**src/rtl/core/csma_bo_pkg.sv**
```systemverilog
package csma_bo_pkg;

   // Field widths.
   localparam int unsigned EXP_W    = 4;
   localparam int unsigned RETRY_W  = 3;
   localparam int unsigned COUNT_W  = 4;
   localparam int unsigned BYTE_W   = 8;
   localparam int unsigned STATUS_W = 3;
   localparam int unsigned DELAY_W  = 16;
   localparam int unsigned CSR_IDX_W  = 2;
   localparam int unsigned CSR_DATA_W = 4;

   // Default number of timer ticks in one backoff period.
   localparam int unsigned UNIT_TICKS_DEFAULT = 20;

   // Register reset values.
   localparam logic [EXP_W-1:0]   MIN_BE_RESET      = 4'd3;
   localparam logic [EXP_W-1:0]   MAX_BE_RESET      = 4'd5;
   localparam logic [RETRY_W-1:0] MAX_RETRIES_RESET = 3'd4;

   // Radio status codes.
   localparam logic [STATUS_W-1:0] STATUS_SUCCESS = 3'd0;
   localparam logic [STATUS_W-1:0] STATUS_BUSY    = 3'd1;

   typedef enum logic [CSR_IDX_W-1:0] {
      CSR_MIN_BE      = 2'd0,
      CSR_MAX_BE      = 2'd1,
      CSR_MAX_RETRIES = 2'd2
   } csr_index_type;

   typedef enum logic [1:0] {
      OP_SEND    = 2'd0,
      OP_TIMER   = 2'd1,
      OP_TX_DONE = 2'd2,
      OP_QUERY   = 2'd3
   } op_type;

   typedef enum logic [2:0] {
      ACT_NONE    = 3'd0,
      ACT_REJECT  = 3'd1,
      ACT_BACKOFF = 3'd2,
      ACT_TX      = 3'd3,
      ACT_DONE    = 3'd4,
      ACT_READY   = 3'd5
   } action_type;

   typedef struct packed {
      op_type              op;
      logic                timer_free;
      logic [BYTE_W-1:0]   exp_offset;
      logic [BYTE_W-1:0]   prior_backoffs;
      logic [STATUS_W-1:0] lower_status;
      logic [BYTE_W-1:0]   random_bits;
   } item_type;

   typedef struct packed {
      action_type          action;
      logic [DELAY_W-1:0]  delay_ticks;
      logic [STATUS_W-1:0] done_status;
      logic [BYTE_W-1:0]   total_backoffs;
   } result_type;

endpackage

```
**src/rtl/core/csma_bo_req_if.sv**
```systemverilog
interface csma_bo_req_if;
   logic       valid;
   logic       ready;
   logic [1:0] op;
   logic       timer_free;
   logic [7:0] exp_offset;
   logic [7:0] prior_backoffs;
   logic [2:0] lower_status;
   logic [7:0] random_bits;

   modport source (
      output valid, op, timer_free, exp_offset, prior_backoffs, lower_status, random_bits,
      input  ready
   );
   modport sink (
      input  valid, op, timer_free, exp_offset, prior_backoffs, lower_status, random_bits,
      output ready
   );
endinterface

```
**src/rtl/core/csma_bo_rsp_if.sv**
```systemverilog
interface csma_bo_rsp_if;
   logic        valid;
   logic        ready;
   logic [2:0]  action;
   logic [15:0] delay_ticks;
   logic [2:0]  done_status;
   logic [7:0]  total_backoffs;

   modport source (
      output valid, action, delay_ticks, done_status, total_backoffs,
      input  ready
   );
   modport sink (
      input  valid, action, delay_ticks, done_status, total_backoffs,
      output ready
   );
endinterface

```
**src/rtl/core/csma_bo_engine.sv**
```systemverilog
module csma_bo_engine #(
   parameter int unsigned UNIT_TICKS = csma_bo_pkg::UNIT_TICKS_DEFAULT
) (
   input  logic                                      clock,
   input  logic                                      reset,
   input  logic                                      csr_we,
   input  logic [csma_bo_pkg::CSR_IDX_W-1:0]         csr_index,
   input  logic [csma_bo_pkg::CSR_DATA_W-1:0]        csr_wdata,
   input  logic                                      step,
   input  csma_bo_pkg::item_type                     item,
   output csma_bo_pkg::result_type                   result
);

   typedef enum logic [1:0] {
      MODE_READY   = 2'd0,
      MODE_PENDING = 2'd1,
      MODE_SENDING = 2'd2
   } mode_type;

   localparam logic [csma_bo_pkg::DELAY_W-1:0] UNIT_TICKS_W =
      csma_bo_pkg::DELAY_W'(UNIT_TICKS);

   mode_type                                mode_ff, mode_in;
   logic [csma_bo_pkg::COUNT_W-1:0]         count_ff, count_in;
   logic [csma_bo_pkg::BYTE_W-1:0]          frame_off_ff, frame_off_in;
   logic [csma_bo_pkg::BYTE_W-1:0]          frame_bo_ff, frame_bo_in;
   logic [csma_bo_pkg::EXP_W-1:0]           min_be_ff, max_be_ff;
   logic [csma_bo_pkg::RETRY_W-1:0]         max_retries_ff;

   logic                                    is_send;
   logic [csma_bo_pkg::BYTE_W-1:0]          bo_offset;
   logic [csma_bo_pkg::COUNT_W-1:0]         bo_count;
   logic [csma_bo_pkg::BYTE_W-1:0]          bo_frame;
   logic [csma_bo_pkg::BYTE_W-1:0]          exp_sum;
   logic [csma_bo_pkg::EXP_W-1:0]           exp_sel;
   logic [csma_bo_pkg::BYTE_W-1:0]          rnd_mask;
   logic [csma_bo_pkg::BYTE_W-1:0]          rnd_masked;
   logic [csma_bo_pkg::DELAY_W-1:0]         delay_calc;
   logic                                    retry_ok;
   logic                                    do_backoff;

   // A send request starts a fresh frame, so its backoff uses the new offset and a zero count.
   assign is_send   = (item.op == csma_bo_pkg::OP_SEND);
   assign bo_offset = is_send ? item.exp_offset : frame_off_ff;
   assign bo_count  = is_send ? '0 : count_ff;
   assign bo_frame  = is_send ? item.prior_backoffs : frame_bo_ff;

   // Backoff exponent, wrapped at 8 bits and clamped to the configured maximum.
   assign exp_sum = bo_offset + csma_bo_pkg::BYTE_W'(min_be_ff)
                    + csma_bo_pkg::BYTE_W'(bo_count);
   assign exp_sel = (exp_sum > csma_bo_pkg::BYTE_W'(max_be_ff)) ? max_be_ff
                    : exp_sum[csma_bo_pkg::EXP_W-1:0];

   // An exponent of eight or more keeps every random bit.
   assign rnd_mask   = (exp_sel >= 4'd8) ? '1
                       : csma_bo_pkg::BYTE_W'((9'd1 << exp_sel) - 9'd1);
   assign rnd_masked = item.random_bits & rnd_mask;
   assign delay_calc = csma_bo_pkg::DELAY_W'(csma_bo_pkg::DELAY_W'(rnd_masked) * UNIT_TICKS_W);

   // A busy radio may retry while the count has not passed the limit.
   assign retry_ok = (count_ff <= csma_bo_pkg::COUNT_W'(max_retries_ff));

   // Event decode: next state and the result of this transaction.
   always_comb begin
      mode_in      = mode_ff;
      count_in     = count_ff;
      frame_off_in = frame_off_ff;
      frame_bo_in  = frame_bo_ff;
      do_backoff   = 1'b0;
      result       = '{action: csma_bo_pkg::ACT_NONE, delay_ticks: '0,
                       done_status: '0, total_backoffs: '0};

      unique case (item.op)
         csma_bo_pkg::OP_SEND: begin
            count_in = '0;
            if (mode_ff != MODE_READY || !item.timer_free) begin
               result.action      = csma_bo_pkg::ACT_REJECT;
               result.done_status = csma_bo_pkg::STATUS_BUSY;
            end else begin
               frame_off_in = item.exp_offset;
               mode_in      = MODE_PENDING;
               do_backoff   = 1'b1;
            end
         end
         csma_bo_pkg::OP_TIMER: begin
            if (mode_ff != MODE_READY) begin
               if (item.lower_status == csma_bo_pkg::STATUS_SUCCESS) begin
                  mode_in       = MODE_SENDING;
                  result.action = csma_bo_pkg::ACT_TX;
               end else if (retry_ok) begin
                  do_backoff = 1'b1;
               end else begin
                  mode_in            = MODE_READY;
                  result.action      = csma_bo_pkg::ACT_DONE;
                  result.done_status = item.lower_status;
               end
            end
         end
         csma_bo_pkg::OP_TX_DONE: begin
            if (mode_ff == MODE_SENDING) begin
               if (item.lower_status == csma_bo_pkg::STATUS_BUSY && retry_ok) begin
                  do_backoff = 1'b1;
               end else begin
                  mode_in            = MODE_READY;
                  result.action      = csma_bo_pkg::ACT_DONE;
                  result.done_status = item.lower_status;
               end
            end
         end
         csma_bo_pkg::OP_QUERY: begin
            if (mode_ff == MODE_READY && item.timer_free) begin
               result.action = csma_bo_pkg::ACT_READY;
            end
         end
         default: begin
            result.action = csma_bo_pkg::ACT_NONE;
         end
      endcase

      // Every backoff counts once in both the attempt and the frame.
      if (do_backoff) begin
         result.action      = csma_bo_pkg::ACT_BACKOFF;
         result.delay_ticks = delay_calc;
         count_in           = bo_count + csma_bo_pkg::COUNT_W'(1);
         frame_bo_in        = bo_frame + csma_bo_pkg::BYTE_W'(1);
      end

      if (result.action == csma_bo_pkg::ACT_BACKOFF || result.action == csma_bo_pkg::ACT_TX ||
          result.action == csma_bo_pkg::ACT_DONE) begin
         result.total_backoffs = frame_bo_in;
      end
   end

   // Control state and configuration registers.
   always_ff @(posedge clock) begin
      if (reset) begin
         mode_ff        <= MODE_READY;
         count_ff       <= '0;
         frame_off_ff   <= '0;
         frame_bo_ff    <= '0;
         min_be_ff      <= csma_bo_pkg::MIN_BE_RESET;
         max_be_ff      <= csma_bo_pkg::MAX_BE_RESET;
         max_retries_ff <= csma_bo_pkg::MAX_RETRIES_RESET;
      end else begin
         if (step) begin
            mode_ff      <= mode_in;
            count_ff     <= count_in;
            frame_off_ff <= frame_off_in;
            frame_bo_ff  <= frame_bo_in;
         end
         if (csr_we) begin
            if (csr_index == csma_bo_pkg::CSR_MIN_BE) begin
               min_be_ff <= csr_wdata;
            end else if (csr_index == csma_bo_pkg::CSR_MAX_BE) begin
               max_be_ff <= csr_wdata;
            end else if (csr_index == csma_bo_pkg::CSR_MAX_RETRIES) begin
               max_retries_ff <= csr_wdata[csma_bo_pkg::RETRY_W-1:0];
            end
         end
      end
   end

endmodule

```
**src/rtl/core/csma_ca_backoff_controller.sv**
```systemverilog
// The accepting edge loads the input register; the result register is loaded from it when it
// is empty or being drained, and the result is valid from then on.
// Throughput: one transaction per cycle while results are taken; with a result stalled the
// input register still takes one more request, then the request side stalls.
// Reset: synchronous, active high; empties both registers, sets ready mode and defaults.
module csma_ca_backoff_controller #(
   parameter int unsigned UNIT_TICKS = csma_bo_pkg::UNIT_TICKS_DEFAULT
) (
   input  logic                               clock,
   input  logic                               reset,
   input  logic                               csr_we,
   input  logic [csma_bo_pkg::CSR_IDX_W-1:0]  csr_index,
   input  logic [csma_bo_pkg::CSR_DATA_W-1:0] csr_wdata,
   csma_bo_req_if.sink                        req_ch,
   csma_bo_rsp_if.source                      rsp_ch
);

   logic                    s1_valid_ff;
   csma_bo_pkg::item_type   s1_item_ff, s1_item_in;
   logic                    rsp_valid_ff;
   csma_bo_pkg::result_type rsp_data_ff, rsp_data_in;
   logic                    advance;

   // The input stage moves on whenever the result register is empty or being drained.
   assign advance      = s1_valid_ff && (!rsp_valid_ff || rsp_ch.ready);
   assign req_ch.ready = !s1_valid_ff || advance;

   // Request payload as it is captured.
   always_comb begin
      s1_item_in.op             = csma_bo_pkg::op_type'(req_ch.op);
      s1_item_in.timer_free     = req_ch.timer_free;
      s1_item_in.exp_offset     = req_ch.exp_offset;
      s1_item_in.prior_backoffs = req_ch.prior_backoffs;
      s1_item_in.lower_status   = req_ch.lower_status;
      s1_item_in.random_bits    = req_ch.random_bits;
   end

   csma_bo_engine #(
      .UNIT_TICKS (UNIT_TICKS)
   ) u_engine (
      .clock     (clock),
      .reset     (reset),
      .csr_we    (csr_we),
      .csr_index (csr_index),
      .csr_wdata (csr_wdata),
      .step      (advance),
      .item      (s1_item_ff),
      .result    (rsp_data_in)
   );

   // Stage valids.
   always_ff @(posedge clock) begin
      if (reset) begin
         s1_valid_ff  <= 1'b0;
         rsp_valid_ff <= 1'b0;
      end else begin
         if (req_ch.valid && req_ch.ready) begin
            s1_valid_ff <= 1'b1;
         end else if (advance) begin
            s1_valid_ff <= 1'b0;
         end
         if (advance) begin
            rsp_valid_ff <= 1'b1;
         end else if (rsp_ch.ready) begin
            rsp_valid_ff <= 1'b0;
         end
      end
   end

   // Payload registers.
   always_ff @(posedge clock) begin
      if (req_ch.valid && req_ch.ready) begin
         s1_item_ff <= s1_item_in;
      end
      if (advance) begin
         rsp_data_ff <= rsp_data_in;
      end
   end

   assign rsp_ch.valid          = rsp_valid_ff;
   assign rsp_ch.action         = rsp_data_ff.action;
   assign rsp_ch.delay_ticks    = rsp_data_ff.delay_ticks;
   assign rsp_ch.done_status    = rsp_data_ff.done_status;
   assign rsp_ch.total_backoffs = rsp_data_ff.total_backoffs;

endmodule

```
**src/flat_wrapper.sv**
```systemverilog
// flat-port wrapper written by rule: the top's interface ports become plain ports
module csma_ca_backoff_controller_flat 
#(
   parameter int unsigned UNIT_TICKS = csma_bo_pkg::UNIT_TICKS_DEFAULT
)
  (clock, reset, csr_we, csr_index, csr_wdata, req_ch_valid, req_ch_op, req_ch_timer_free, req_ch_exp_offset, req_ch_prior_backoffs, req_ch_lower_status, req_ch_random_bits, req_ch_ready, rsp_ch_valid, rsp_ch_action, rsp_ch_delay_ticks, rsp_ch_done_status, rsp_ch_total_backoffs, rsp_ch_ready);
  csma_bo_req_if req_ch_i ();
  csma_bo_rsp_if rsp_ch_i ();
  input  logic clock;
  input  logic reset;
  input  logic csr_we;
  input  logic [csma_bo_pkg::CSR_IDX_W-1:0] csr_index;
  input  logic [csma_bo_pkg::CSR_DATA_W-1:0] csr_wdata;
  input wire logic [$bits(req_ch_i.valid)-1:0] req_ch_valid;
  input wire logic [$bits(req_ch_i.op)-1:0] req_ch_op;
  input wire logic [$bits(req_ch_i.timer_free)-1:0] req_ch_timer_free;
  input wire logic [$bits(req_ch_i.exp_offset)-1:0] req_ch_exp_offset;
  input wire logic [$bits(req_ch_i.prior_backoffs)-1:0] req_ch_prior_backoffs;
  input wire logic [$bits(req_ch_i.lower_status)-1:0] req_ch_lower_status;
  input wire logic [$bits(req_ch_i.random_bits)-1:0] req_ch_random_bits;
  output wire logic [$bits(req_ch_i.ready)-1:0] req_ch_ready;
  output wire logic [$bits(rsp_ch_i.valid)-1:0] rsp_ch_valid;
  output wire logic [$bits(rsp_ch_i.action)-1:0] rsp_ch_action;
  output wire logic [$bits(rsp_ch_i.delay_ticks)-1:0] rsp_ch_delay_ticks;
  output wire logic [$bits(rsp_ch_i.done_status)-1:0] rsp_ch_done_status;
  output wire logic [$bits(rsp_ch_i.total_backoffs)-1:0] rsp_ch_total_backoffs;
  input wire logic [$bits(rsp_ch_i.ready)-1:0] rsp_ch_ready;
  assign req_ch_i.valid = req_ch_valid;
  assign req_ch_i.op = req_ch_op;
  assign req_ch_i.timer_free = req_ch_timer_free;
  assign req_ch_i.exp_offset = req_ch_exp_offset;
  assign req_ch_i.prior_backoffs = req_ch_prior_backoffs;
  assign req_ch_i.lower_status = req_ch_lower_status;
  assign req_ch_i.random_bits = req_ch_random_bits;
  assign req_ch_ready = req_ch_i.ready;
  assign rsp_ch_valid = rsp_ch_i.valid;
  assign rsp_ch_action = rsp_ch_i.action;
  assign rsp_ch_delay_ticks = rsp_ch_i.delay_ticks;
  assign rsp_ch_done_status = rsp_ch_i.done_status;
  assign rsp_ch_total_backoffs = rsp_ch_i.total_backoffs;
  assign rsp_ch_i.ready = rsp_ch_ready;
  csma_ca_backoff_controller #(.UNIT_TICKS(UNIT_TICKS)) u_core (.clock(clock), .reset(reset), .csr_we(csr_we), .csr_index(csr_index), .csr_wdata(csr_wdata), .req_ch(req_ch_i), .rsp_ch(rsp_ch_i));
endmodule
```
**config.mk**
```make
export PLATFORM = sky130hd
export DESIGN_NAME = csma_ca_backoff_controller_flat
export DESIGN_NICKNAME = d
export VERILOG_FILES = /design/src/rtl/core/csma_bo_pkg.sv /design/src/rtl/core/csma_bo_req_if.sv /design/src/rtl/core/csma_bo_rsp_if.sv /design/src/rtl/core/csma_bo_engine.sv /design/src/rtl/core/csma_ca_backoff_controller.sv /design/src/flat_wrapper.sv
export SDC_FILE = /design/constraint.sdc
export NUM_CORES = 1
export LEC_CHECK = 0
export ABC_AREA = 1
export BUFFER_PORTS_ARGS = -buffer_cell sky130_fd_sc_hd__buf_2
export CAP_MARGIN = 30
export CORE_MARGIN = 3
export CORE_UTILIZATION = 52
export DETAILED_ROUTE_END_ITERATION = 8
export PLACE_DENSITY = 0.84
export SLEW_MARGIN = 15
export SYNTH_ARGS = -nofsm -noshare
export SYNTH_HDL_FRONTEND = slang
export SYNTH_SLANG_ARGS = --single-unit
```
**constraint.sdc**
```tcl
create_clock -name clock -period 6.25 [get_ports clock]
set_input_delay 0.625 -clock clock [delete_from_list [all_inputs] [get_ports clock]]
set_output_delay 0.625 -clock clock [all_outputs]
set_load 0.005 [all_outputs]
```
* After elaboration in Yosys (flattened, before gate mapping) *
Index checks and enable logic that the tools add are counted.

operators by class
  equal/unequal tests = 15
  shifts and indexed selects = 1
  bitwise operators = 4
  add/subtract/negate cells = 5
  $lt $le $gt $ge = 3
  muxes and demuxes = 40
  $mul = 1
  reduce and logical (&&, ||, !) cells = 25

operators by type and width
  cell                                                  number
  2-to-1 mux 3 bit                                      11
  2-to-1 mux 8 bit                                      4
  2-to-1 mux 19 bit                                     1
  adder 8 x 4 -> 8 bit                                  2
  2-to-1 mux 2 bit                                      6
  2-to-1 mux 4 bit                                      3
  one-hot mux 3 bit (4 select lines)                    1
  multiplier 8 x 3 -> 11 bit (second input constant)    1
  2-to-1 mux 1 bit                                      11
  one-hot mux 3 bit (3 select lines)                    1
  adder 8 x 1 -> 8 bit (second input constant)          1
  bitwise AND 8 bit                                     1
  equality test 2 bit (second input constant)           4
  greater-than comparator 8 x 4 -> 1 bit                1
  inequality test 2 bit (second input constant)         4
  left shift 1 x 4 -> 8 bit (first input constant)      1
  subtractor 8 x 1 -> 8 bit (second input constant)     1
  AND reduction 7 bit                                   1
  equality test 3 x 2 -> 1 bit (second input constant)  2
  logical NOT 2 bit                                     3
  one-hot mux 2 bit (3 select lines)                    1
  AND reduction 3 bit                                   2
  nonzero test 2 bit                                    3
  logical OR 1 bit                                      5
  other kinds (15)                                      23

storage, ports and cells
  logic and storage cells = 114
  bits in registers = 95
  input bits = 41
  output and inout bits = 32

* Longest topological paths before layout *
  word-level depth = 15
  gate-level depth with buffers = 42
  gate-level depth less buffers = 40

* Modules after synthesis *
From an unflattened synthesis, not the netlist that was laid out.

second synthesis, totals
  cells, all modules = 557
  area total of the unflattened synthesis = 4988.5 sq um

modules (own cells, without submodules)
  module                      area each (sq um)  cells each  sequential area each (sq um)  times used
  csma_bo_engine              3095.5             485         660.6                         1
  csma_ca_backoff_controller  1893.1             72          1841.8                        1

* Worst setup path before layout *
No wires, ideal clock.

  path kind = register to register
  start = reg u_core.s1_item_ff[28] in the netlist's numbering
  end = reg u_core.rsp_data_ff (netlist bit u_core.rsp_ch.delay_ticks[12]) (data pin)
  setup slack = -0.052 ns
  stages on the path, launching flop included = 40
  clock period less this slack = 6.302 ns
  data required time = 5.995 ns
  library setup time = 0.255 ns
  path buffers = 3
  arrival = 6.047 ns
  cells stage by stage = edfxtp_1 -> inv_1 -> ha_1 -> buf_6 -> buf_6 -> clkbuf_1 -> nand2_1 -> nand2_1 -> fa_1 -> ha_1 -> fa_1 -> xor2_1 -> ha_1 -> nand2_1 -> o21ai_0 -> nand3_2 -> nor2_8 -> nand4_2 -> [... 4 more ...] -> ha_1 -> inv_1 -> nand2_1 -> o21ai_1 -> a21oi_1 -> ha_1 -> ha_1 -> a21oi_1 -> inv_1 -> a31oi_1 -> inv_1 -> nand2_1 -> inv_1 -> or2_2 -> a21oi_1 -> nor2_1 -> o21ai_0 -> nor2_1

between the ends
  word-level cells in the longest chain between the ends = 11
  elaborated cells between the ends (all ways) = 16
  classes of those cells = 3 x add/sub; 1 x mul; 2 x order compare; 2 x eq/ne; 1 x shift; 5 x mux; 1 x bitwise; 1 x reduce/logical

RTL lines
  element                                 line                                        RTL
  start: declaration                      csma_ca_backoff_controller.sv:19            csma_bo_pkg::item_type s1_item_ff, s1_item_in;
  start signal: assignment                csma_ca_backoff_controller.sv:73            s1_item_ff <= s1_item_in;
  logical NOT 2 bit                       csma_bo_engine.sv:43, csma_bo_engine.sv:73
  2-to-1 mux 8 bit                        csma_bo_engine.sv:44                        assign bo_offset = is_send ? item.exp_offset : frame_off_ff;
  adder 8 x 4 -> 8 bit                    csma_bo_engine.sv:49                        assign exp_sum = bo_offset + csma_bo_pkg::BYTE_W'(min_be_ff)
  adder 8 x 4 -> 8 bit                    csma_bo_engine.sv:50                        + csma_bo_pkg::BYTE_W'(bo_count);
  greater-than comparator 8 x 4 -> 1 bit  csma_bo_engine.sv:51                        assign exp_sel = (exp_sum > csma_bo_pkg::BYTE_W'(max_be_ff)) ? max_be_ff
  2-to-1 mux 4 bit                        csma_bo_engine.sv:51
  left shift 1 x 4 -> 8 bit               csma_bo_engine.sv:56                        : csma_bo_pkg::BYTE_W'((9'd1 << exp_sel) - 9'd1);
  subtractor 8 x 1 -> 8 bit               csma_bo_engine.sv:56
  2-to-1 mux 8 bit                        csma_bo_engine.sv:55                        assign rnd_mask = (exp_sel >= 4'd8) ? '1
  bitwise AND 8 bit                       csma_bo_engine.sv:57                        assign rnd_masked = item.random_bits & rnd_mask;
  multiplier 8 x 3 -> 11 bit              csma_bo_engine.sv:58                        assign delay_calc = csma_bo_pkg::DELAY_W'(csma_bo_pkg::DELAY_W'(rnd_masked) * UNIT_TICKS_W);
  end signal: assignment                  csma_ca_backoff_controller.sv:76            rsp_data_ff <= rsp_data_in;
  end: declaration                        csma_ca_backoff_controller.sv:21            csma_bo_pkg::result_type rsp_data_ff, rsp_data_in;

Parallel ways exist; a longest one is shown, timed or not.
A chain may end at the register's enable or synchronous reset.

* Worst setup path in the final report *
  start = reg u_core.s1_item_ff[29] in the netlist's numbering
  end = reg u_core.rsp_data_ff (netlist bit u_core.rsp_ch.delay_ticks[12]) (data pin)

Same word-level chain as after synthesis.

==> parameters.txt <==
Parameter                              Value

Setup path
  Category of the worst setup path launch point ... flop
  Req. time, crit path ... 6.36 ns
  Reg2Reg Capture Point ... u_core.rsp_ch.delay_ticks[12]
  Worst r2r src ... u_core.s1_item_ff[29]
  Critical path class ... flop to flop
  Setup slack on the worst flop-to-flop path ... 0.21 ns
  Cell with the largest stage delay on the worst path ... fa_1
  Bufs and invs on worst path ... 6
  Cell family with most CP delay ... adder cells
  Kind of end point of the critical path ... flop
  Worst r2r path cells ... 40
  CP Data Arrival Time ... between 6 and 7 ns
  Cell seen most often among critical-path stages ... nand2_1
  Worst-path fanout max ... 7
  Longest individual stage delay on the worst path ... around 0.47 ns

Global route
  Antenna violations before repair ... 0
  Vias in the first global route ... 3,996
  Remaining global-route overflow ... 0
  Pin count of the biggest net entering global routing ... 36
  Total GRT Usage ... 19.93%
  Wire length of the first global-routing pass ... 17.77 mm

STA
  Share of the clock period used by the worst path ... 96.70%
  Min setup slack post-route ... 0.2062 ns
  RSZ-0062 raised after global routing ... true
  Worst slew pin tran ... 0.6299 ns
  Worst rel slew slack ... 57.96%
  Final Max Slew Viols ... 0
  Worst setup skew after layout ... around 0.0092 ns
  Final hold violation count ... 0
  Final sum of negative setup slack ... 0 ns
  Highest attainable clock frequency ... 165.5 MHz
  Worst hold slack across all endpoints ... 0.4362 ns
  Total of endpoints with negative setup slack in the final report ... 0
  Clock period minus worst slack ... between 6 and 7 ns

Detailed routing
  Count of routing violations after the opening detailed-route iteration ... 204
  Number of vias per cell after detailed routing ... between 5 and 6
  Total Wirelength ... 10.97 mm
  DR pass1 iterations ... 5
  Remaining routing DRC violations ... 0
  Routed vias ... roughly 4,100
  Average wire per cell in the routed design ... roughly 14 µm
  Remaining antenna violation count after routing ... 0

Die
  Die X ... slightly above 100 µm
  Area of the core ... between 9000 and 10,000 µm²
  Die area ... 10,750 µm²
  Die Span Y ... approximately 100 µm
  Starting density of the core ... between 50% and 60%
  Top-Level Pins ... 73
  Total number of placement rows ... 35

Synthesis
  Biggest area contributors in the synthesized netlist ... edfxtp_1, dfxtp_1, nand2_1
  Netlist area before placement ... 4960 µm²
  Count of mapped cells out of synthesis ... 579
  Number of warnings printed during yosys synthesis ... 0
  Average cell area after synthesis ... 8.566 µm²
  Post-synthesis cell type with the largest combined area ... edfxtp_1
  Synth Register Bits ... 90
  Area share of the largest cell type after synthesis ... between 30% and 40%
  Post-synthesis sequential area ratio ... between 40% and 50%
  Yosys cell types ... 38

Power
  Proportion of power drawn by combinational gates ... 28.3%
  Static Leak ... 2.792 nW
  Overall power after layout ... 1.500 mW
  P per Cell Area ... ~250 nW/µm²
  Worst ir drop on vdd ... approximately 0.13 mV
  Part of the power in the clock network ... 26.8%
  Total net switching power ... 476.5 µW
  P_int ... approximately 1 mW
  Net switching fraction of the power ... 31.76%
  Register share of total power ... about 45%

Outcome
  Result of the run ... finished clean

Hold path
  Worst Hold Endpoint ... u_core.s1_item_ff[8]
  HP Class ... input pin to flop
  Hold Path Origin ... req_ch_lower_status[0]
  Instance count along the most critical hold path ... 1

CTS
  Clock buffers created by TritonCTS ... 9
  Clock tree buffer depth ... 2
  Total number of H-tree levels ... 3
  Clock tree from TritonCTS ... yes
  Hold_buf cts ... 0
  Count of clock tree sinks ... 90
  Worst-path clk slew ... 0.09 ns
  Clock Root Buffer ... clkbuf_8
  Clock network latency to the later pin of the worst-skew pair ... 0.36 ns

Place
  Number of instances in the placed design ... 775
  GP Congestion ... 0.9244
  Estimated wirelength of the detail-placed design ... 7.816 mm
  Number of I/O port buffers ... 67
  Post-placement setup slack ... -0.1690 ns
  Placement-stage cell area ... 5484 µm²

Cells and area
  Area of all placed cells without fillers ... between 5000 and 6000 µm²
  Post-route core utilization ... 63.75%
  Layout overhead on the synthesized area ... 18.77%
  Fraction of layout cells with a size suffix above 1 ... 24.11%
  Number of non-filler instances in the completed layout ... about 800
  Number of nets in the layout ... 745
  Number of antenna cells inserted ... 0
  Number of fill cells ... ~750

Job
  Max Cap Violations ... 0
[routing by layer]
metal  share of wire, %  wire [µm]  global-route usage [%]
met5                  0          0                       0
met4                2.0        221                   5.888
met3                5.9        645                   4.299
met2                 49       5429                   35.37
met1                 43       4676                   24.38
[worst max-delay path by stage]
stage                     startpoint                       endpoint  slack (ns)  cells after the start
3_3_place_gp   u_core.s1_item_ff[29]  u_core.rsp_ch.delay_ticks[12]        0.16                     37
4_1_cts        u_core.s1_item_ff[29]  u_core.rsp_ch.delay_ticks[12]        0.01                     37
5_1_grt        u_core.s1_item_ff[28]  u_core.rsp_ch.delay_ticks[12]       -0.18                     38
3_5_place_dp   u_core.s1_item_ff[29]  u_core.rsp_ch.delay_ticks[12]       -0.17                     39
2_1_floorplan  u_core.s1_item_ff[28]  u_core.rsp_ch.delay_ticks[12]        0.02                     38
6_report       u_core.s1_item_ff[29]  u_core.rsp_ch.delay_ticks[12]        0.21                     40
[flip-flops by register name, indices dropped and copies added (netlist names), 4 cells and up]
signal	cells
u_core.u_engine.count_ff	4
u_core.u_engine.frame_off_ff	8
u_core.u_engine.min_be_ff	4
u_core.rsp_ch.total_backoffs	8
u_core.u_engine.frame_bo_ff	8
u_core.rsp_ch.delay_ticks	11
u_core.s1_item_ff	30
u_core.u_engine.max_be_ff	4
[synth_stat cells, drive strengths merged]
| master | n |
|---|---|
| dfxtp | 35 |
| nor3 | 10 |
| mux2i | 2 |
| nand2 | 133 |
| xor2 | 7 |
| edfxtp | 55 |
| conb | 1 |
| or2 | 3 |
| inv | 94 |
| nand4 | 11 |
| ha | 31 |
| o21ai | 40 |
| a31oi | 2 |
| o211ai | 4 |
| a21o | 1 |
| nand3 | 24 |
| fa | 6 |
| clkbuf | 6 |
| buf | 10 |
| nor2 | 66 |
| a21oi | 34 |
| xnor2 | 1 |
| o21a | 1 |
| nand3b | 1 |
| and2 | 1 |
[timing repair]
action                                 4_1_cts  5_1_grt
pin swaps                                    0       27
setup endpoints to repair                    3        6
buffers inserted                             1        9
resized for setup                            3       38
endpoints found under the hold margin        0        0
[cells in the final DEF, fill, tap and decap left out, drive strengths merged, types with 11 or more instances in the layout]
cell | netlist | final
nand2 | 133 | 133
inv | 94 | 96
dfxtp | 35 | 35
o21ai | 40 | 40
edfxtp | 55 | 55
buf | 10 | 89
nand4 | 11 | 11
nand3 | 24 | 24
ha | 31 | 31
nor2 | 66 | 66
a21oi | 34 | 34
[cell families (layout without fill, tap and decap cells)]
logic type,count (synthesis),in the layout,synth area share [%]
flops,90,90,47.43
xor+xnor,8,8,1.564
other cells,1,5,0.07561
mux,2,2,0.4036
buf+inv,110,199,9.132
fa+ha+maj,37,37,10.24
compound gates,82,82,8.855
simple gates,249,249,22.30
[worst register-to-register path, delay by kind of cell, from the launching register on]
family | cells | cell delay [ns]
adder cells (fa/ha/maj) | 8 | 2.34
AND/OR/NAND/NOR | 20 | 1.89
AO/OA/AOI/OAI | 5 | 0.65
flip-flops | 1 | 0.42
buffers and inverters | 6 | 0.37
XOR/XNOR | 1 | 0.17
[power by group through the flow]
stage / Combinational (mW) / Sequential, mW / Clock [mW]
after detailed placement: 0.352 / 0.687 / 0
after CTS: 0.357 / 0.674 / 0.414
after global placement: 0.333 / 0.686 / 0
after global routing: 0.474 / 0.677 / 0.438
final: 0.424 / 0.674 / 0.403
after floorplan: 0.256 / 0.686 / 0
[final cells by class]
cell class	count	area (µm²)	share of cell area, %
Sequential cell	90	2352	39.93
Multi-Input combinational cell	383	2298	39.02
Timing Repair Buffer	89	520.5	8.836
Inverter	94	355.3	6.032
Tap cell	129	161.4	2.740
Clock buffer	10	127.6	2.167
Clock inverter	6	75.07	1.274
(Power assumes the default switching activity.)
